===== config.mk =====
export PLATFORM = sky130hd
export DESIGN_NAME = rsb_sqrt
export DESIGN_NICKNAME = d
export VERILOG_FILES = /design/src/rtl/assert_macros.svh /design/src/rtl/rsb_pkg.sv /design/src/rtl/rsb_sqrt.sv
export SDC_FILE = /design/constraint.sdc
export NUM_CORES = 2
export LEC_CHECK = 0
export BUFFER_PORTS_ARGS = -buffer_cell sky130_fd_sc_hd__clkbuf_2
export CORE_ASPECT_RATIO = 1.75
export CORE_UTILIZATION = 30
export DETAILED_ROUTE_END_ITERATION = 8
export MAX_ROUTING_LAYER = met4
export PLACE_DENSITY = 0.51
export SYNTH_ARGS = -nofsm -noshare
export SYNTH_HDL_FRONTEND = slang
export SYNTH_MEMORY_MAX_BITS = 65536
export SYNTH_SLANG_ARGS = --single-unit

===== constraint.sdc =====
create_clock -name clk -period 6.2 [get_ports clk]
set_input_delay 1.24 -clock clk [delete_from_list [all_inputs] [get_ports clk]]
set_output_delay 1.24 -clock clk [all_outputs]
set_load 0.01 [all_outputs]

===== src/rtl/assert_macros.svh =====
// ---------------------------------------------------------------------------
// Assertion macros
// Shared property wrappers for the RTL assertions.
// ---------------------------------------------------------------------------
`ifndef ASSERT_MACROS_SVH
`define ASSERT_MACROS_SVH

// Checked on every rising edge outside reset.
`define ASSERT_CLK(lbl, prop, msg) \
  lbl: assert property (@(posedge clk) disable iff (!rst_n) prop) else $error(msg);

// Checked on every rising edge, reset included.
`define ASSERT_ALWAYS(lbl, prop, msg) \
  lbl: assert property (@(posedge clk) prop) else $error(msg);

`endif


===== src/rtl/rsb_pkg.sv =====
// ---------------------------------------------------------------------------
// rsb_pkg
// Widths, constants and shared types of the regularized Stokeslet block.
// ---------------------------------------------------------------------------
`default_nettype none

package rsb_pkg;

  localparam int COORD_W = 32;
  localparam int MAG_W   = 32;
  localparam int SQ_W    = 52;
  localparam int R2_W    = 54;
  localparam int EPS_W   = 48;
  localparam int D_W     = 54;
  localparam int N_W     = 55;
  localparam int ROOT_W  = 32;
  localparam int SQIN_W  = 64;
  localparam int MUL_W   = 64;
  localparam int PROD_W  = 128;
  localparam int DEN_W   = 93;
  localparam int NUM_W   = 111;
  localparam int Q_W     = 48;
  localparam int OUT_W   = 48;
  localparam int NAX     = 3;
  localparam int NE      = 6;

  localparam logic [55:0]      INV8PI    = 56'd45873289113781267;
  localparam logic [EPS_W-1:0] EPS_RESET = 48'd281;
  localparam logic [OUT_W-1:0] POS_MAX   = 48'h7FFF_FFFF_FFFF;
  localparam logic [OUT_W-1:0] NEG_MIN   = 48'h8000_0000_0000;

  typedef struct packed {
    logic [NAX-1:0] neg;
    logic [NAX-1:0] off_zero;
    logic           d_zero;
  } rsb_flags_t;

  typedef struct packed {
    logic [D_W-1:0]          d;
    logic [NE-1:0][N_W-1:0]  n;
    rsb_flags_t              flags;
  } rsb_front_t;

endpackage

`default_nettype wire


===== src/rtl/rsb_sqrt.sv =====
// ---------------------------------------------------------------------------
// rsb_sqrt
// Pipelined integer square root, one result bit per stage, with sideband.
// ---------------------------------------------------------------------------
`default_nettype none

module rsb_sqrt
  import rsb_pkg::*;
#(
  parameter int SIDE_W = 8
) (
  input  wire logic                clk,
  input  wire logic                rst_n,
  input  wire logic                en,
  input  wire logic                valid_in,
  input  wire logic [SQIN_W-1:0]   value,
  input  wire logic [SIDE_W-1:0]   side_in,
  output logic                     valid_out,
  output logic [ROOT_W-1:0]        root,
  output logic [SIDE_W-1:0]        side_out
);

  localparam int NS    = ROOT_W;
  localparam int REM_W = ROOT_W + 2;

  logic [REM_W-1:0]  rem_r  [NS];
  logic [ROOT_W-1:0] root_r [NS];
  logic [SQIN_W-1:0] val_r  [NS];
  logic [SIDE_W-1:0] side_r [NS];
  logic [NS-1:0]     vld_r;

  for (genvar k = 0; k < NS; k++) begin : g_stg
    logic [REM_W-1:0]  rem_in;
    logic [ROOT_W-1:0] root_in;
    logic [SQIN_W-1:0] val_in;
    logic [SIDE_W-1:0] side_st;
    logic              vld_in;
    logic [REM_W+1:0]  trial;
    logic [REM_W+1:0]  test;
    logic              ge;

    if (k == 0) begin : g_first
      assign rem_in  = '0;
      assign root_in = '0;
      assign val_in  = value;
      assign side_st = side_in;
      assign vld_in  = valid_in;
    end else begin : g_next
      assign rem_in  = rem_r[k-1];
      assign root_in = root_r[k-1];
      assign val_in  = val_r[k-1];
      assign side_st = side_r[k-1];
      assign vld_in  = vld_r[k-1];
    end

    assign trial = {rem_in, val_in[SQIN_W-1 -: 2]};
    assign test  = (REM_W+2)'({root_in, 2'b01});
    assign ge    = (trial >= test);

    always_ff @(posedge clk) begin
      if (!rst_n) begin
        vld_r[k] <= 1'b0;
      end else if (en) begin
        vld_r[k] <= vld_in;
      end
    end

    always_ff @(posedge clk) begin
      if (en) begin
        rem_r[k]  <= ge ? REM_W'(trial - test) : trial[REM_W-1:0];
        root_r[k] <= {root_in[ROOT_W-2:0], ge};
        val_r[k]  <= {val_in[SQIN_W-3:0], 2'b00};
        side_r[k] <= side_st;
      end
    end
  end

  assign valid_out = vld_r[NS-1];
  assign root      = root_r[NS-1];
  assign side_out  = side_r[NS-1];

endmodule

`default_nettype wire


Word level (Yosys, flattened, before mapping)
Memory sizes are Yosys's and may differ from the RTL's. Index checks and enable logic that the tools add are counted.

$add $sub $neg: 32. Mux-type cells: 34. $lt $le $gt $ge: 32.

Operators by type and width (count): 36-bit by 34-bit greater-or-equal comparator with 1-bit output (31); 34-bit 2-to-1 mux (32); 34-bit subtractor (31); 2-bit by 1-bit subtractor with 3-bit output, second input constant (1); 2-bit by 1-bit greater-or-equal comparator with 1-bit output, second input constant (1); 1-bit 2-to-1 mux (2).

Memories: 4. Bits in writable memories: 4352. Bits in registers: 32. Word-level logic and storage cells: 134. Input bits: 76. Output and inout port bits: 41.

Memories: val_r (words 32, width 62, read ports 31, clocked after memory_dff 0, write ports 32, line rsb_sqrt.sv:28) `logic [SQIN_W-1:0] val_r [NS];`; rem_r (words 32, width 34, read ports 31, clocked after memory_dff 0, write ports 32, line rsb_sqrt.sv:26) `logic [REM_W-1:0] rem_r [NS];`; root_r (words 32, width 32, read ports 32, clocked after memory_dff 0, write ports 32, line rsb_sqrt.sv:27) `logic [ROOT_W-1:0] root_r [NS];`; side_r (words 32, width 8, read ports 32, clocked after memory_dff 0, write ports 32, line rsb_sqrt.sv:29) `logic [SIDE_W-1:0] side_r [NS];`.

Longest topological paths before layout
An unclocked memory read counts as a cell.

Depth after elaboration: 3. Gate-level depth with buffers: 14. Mapped depth without buffers: 12.

Worst setup path after synthesis
No wires, ideal clock.

Path kind: register to register. Start: mem rem_r[3][2] (netlist name). End: mem rem_r[3][66] (netlist name) (data pin). Data arrival time: 3212 ps. Period minus slack after synthesis: 3470 ps. Setup time: 258 ps. Setup slack: 2730 ps. Required time: 5942 ps. Buffers on the path: 0. Stages on the path, launching flop included: 11. Cells stage by stage: edfxtp_1 > ha_1 > a21oi_1 > nor3b_1 > a21oi_1 > o211ai_1 > a21oi_1 > o21a_1 > nor4b_1 > or3b_2 > xnor2_1.

RTL lines (line): start: declaration (rsb_sqrt.sv:26).

==> flow_summary.yaml <==
floorplanning:
  io_pins: 117
  start_util_pct: 30.2
  dieArea_um2: 426000
  core_area_um2: 421000
  die_h_um: 862
  rows: 315
  die_w_um: 494
route:
  wl_um: 287000
  routed_via_density: 4.74
  drc: 0
  drt-pass1-iter-count: 5
  wl_per_cell_um: 18.4
  drt_iter0_drc: 3358
  ant_nets: 0
  vias: 74000
cts:
  cts_root_buf: "clkbuf_16"
  cts_made_buffers: 294
  cts_max_level: 5
  cts-resized-gates: 0
  clkSinkCount: 2811
  cts_buffer_depth: 4
  insertion_delay_ns: 0.90
  cts_tree: "built"
  path_clk_slew_ns: 0.06
  holdBufCountCts: 0
  postCtsSetupRepairBufs: 0
worst_setup_path:
  worstPathArrival_ns: 5.06
  r2r-end: "rem_r[5][129]"
  critPathMaxFanout: 25
  r2r_slack_ns: 1.74
  endpoint_kind: "flip-flop"
  worstReg2RegStart: "rem_r[5][68]"
  crit_required_ns: 6.80
  r2r.worst_path.cells: 12
  worstSetupStartpointType: "flip-flop"
  crit_type: "reg -> reg"
sta:
  fin_worst_skew_ns: 0.0935
  min_period_ns: 4.46
  setup_viol: 0
  max_clock_freq_ghz: 0.224
  final_max_slew_viol_count: 0
  slew_headroom_pct: 7.85
  fin_crit_sh_pct: 71.9
  worstMarginPinSlew_ns: 1.37
  rsz0062_at_grt: "no"
  tns_ns: 0
  final_hold_viol_count: 0
grt:
  grt_pass1_wl_um: 433000
  gr-total-overflow: 0
  grt_pass1_vias: 79100
  antenna_found_initial: 8
  grt_max_degree: 168
  grt.total_usage_pct: 13.5
min_path:
  min_path_cells: 0
  min_to: "val_r[0][972]"
  hp-start: "val_r[0][908]"
  min_path_type: "reg -> reg"
logic_synthesis:
  synth_top_area_share_pct: 65.8
  synth_edf_count: 2779
  ys.warnings.count: 0
  synth-main-ff-cell: "edfxtp_1"
  synth_cell_type_count: 97
  netlist_top_cells_count: "edfxtp_1 (2779), inv_1 (708), a21oi_1 (638)"
  yosysSeqAreaShare_pct: 66.3
  synth_area_um2: 127000
  syn_nets: 10100
  yosysMostFrequentCell: "edfxtp_1"
  synthCells: 9481
  ys_ff_latch: 2811
  postSynthAreaPerCell_um2: 13.4
  synthTopCellsByArea: "edfxtp_1 (66%), ha_1 (5.5%), xnor2_1 (3.3%)"
  netlist.top_cell.by_area: "edfxtp_1"
  ys_async_sr_fraction_pct: 0
run:
  drv_cap: 0
finish:
  drive_above_1_share_pct: 8.07
  final_area_um2: 144000
  layout.nets: 10400
  instances_no_fill: 15600
  area_delta_synth_final_pct: 13.4
placed_design:
  portBuffers: 116
  dpl.hpwl_um: 210000
  placedCellCount: 15000
  globalplace.congestion: 0.969
  placed_area_um2: 135000
pwr:
  powerDensity_nw_per_um2: 366
  max-vdd-ir-drop_mv: 0.248
  p_leak_nw: 53.6
run_status:
  status: "complete, no violations"
-- routing by layer --
metal	up-vias	GRT usage (%)	wire [µm]
met3	850	1.79	8330
met4	0	10.5	24300
li1	35800	-	-
met2	1372	28.4	173000
met1	36000	9.58	81600
met5	-	-	0
-- area by class of cell --
cell class | instances | area (µm²)
fillers | 40500 | 277000
flip-flops and latches | 2811 | 84100
multi-input cells | 5752 | 39400
clock buffers | 363 | 7810
well taps | 5547 | 6940
inverters | 712 | 2670
repair buffers | 214 | 1620
clock inverters | 158 | 1270
diodes | 56 | 140
-- logic make-up after synthesis --
kind of cell / count (synthesis) / synth area share, %
flip-flops: 2811 / 66.3
AND/OR/NAND/NOR: 2393 / 9.56
AO/OA/AOI/OAI: 1819 / 8.94
buffers and inverters: 918 / 2.74
XOR/XNOR: 850 / 5.87
adder cells (fa/ha/maj): 562 / 5.54
multiplexers: 127 / 1.09
other: 1 / 0.00296
-- worst max-delay path by stage --
stage / from / slack, ns / to
after floorplan: rem_r[3][2] / 2.73 / rem_r[3][66]
after global placement: rem_r[5][34] / 1.74 / rem_r[5][81]
after detailed placement: rem_r[1][90] / 1.73 / rem_r[1][133]
after CTS: rem_r[5][34] / 1.72 / rem_r[5][81]
after global routing: rem_r[5][68] / 1.59 / rem_r[5][129]
final: rem_r[5][68] / 1.74 / rem_r[5][129]
-- state kept, by name, indices dropped and copies added (netlist names) --
| register | cells |
|---|---|
| root_r | 528 |
| rem_r | 1003 |
| g_stg.vld_in | 31 |
| val_r | 992 |
| side_r | 256 |
| valid_out | 1 |
-- metrics by stage --
step                setup slack, ns  hold WS, ns  util (%)  power (W)
detailed placement             1.73        0.405      32.0     0.0359
finish                         1.74        0.369      34.2     0.0527
floorplan                      2.73        0.400         -     0.0324
global placement               1.74        0.400      32.0     0.0357
global route                   1.59        0.368      34.2     0.0552
CTS                            1.72        0.376      34.2     0.0534
-- cells in the final DEF (no fill, tap or decap), types with 58 or more instances in the layout --
master / netlist / layout
a21o_1: 263 / 263
a21oi_1: 638 / 636
buf_4: 5 / 75
clkbuf_1: 173 / 58
clkbuf_16: 0 / 302
clkbuf_2: 0 / 116
clkinv_1: 4 / 68
edfxtp_1: 2779 / 2779
ha_1: 562 / 562
inv_1: 708 / 707
mux2_2: 87 / 87
nand2_1: 526 / 526
nand2b_1: 98 / 98
nand3_1: 143 / 142
nand4_1: 136 / 136
nor2_1: 603 / 602
nor2b_1: 114 / 114
nor3_1: 221 / 221
nor4_1: 120 / 116
o21a_1: 106 / 106
o21ai_0: 376 / 376
or3_1: 89 / 89
or4_1: 58 / 58
xnor2_1: 482 / 482
xor2_1: 368 / 368
-- critical path, stage by stage (launching register included) --
cell	delay, ns
edfxtp_1	0.41
ha_1	0.38
nor2b_1	0.21
o31a_1	0.23
o31a_1	0.26
o21ai_0	0.13
buf_4	0.18
o31ai_1	0.63
a21oi_1	0.31
buf_4	0.35
or3_1	0.41
or4_1	0.53
o21a_1	0.12
-- where the power goes --
part,internal [W],switching (W),leakage [nW],total [W]
registers,0.0238,0.00131,27.0,0.0251
logic,0.00427,0.00620,22.1,0.0105
clock network,0.00967,0.00743,4.46,0.0171
Note: power is estimated with default switching activity, not from simulation.
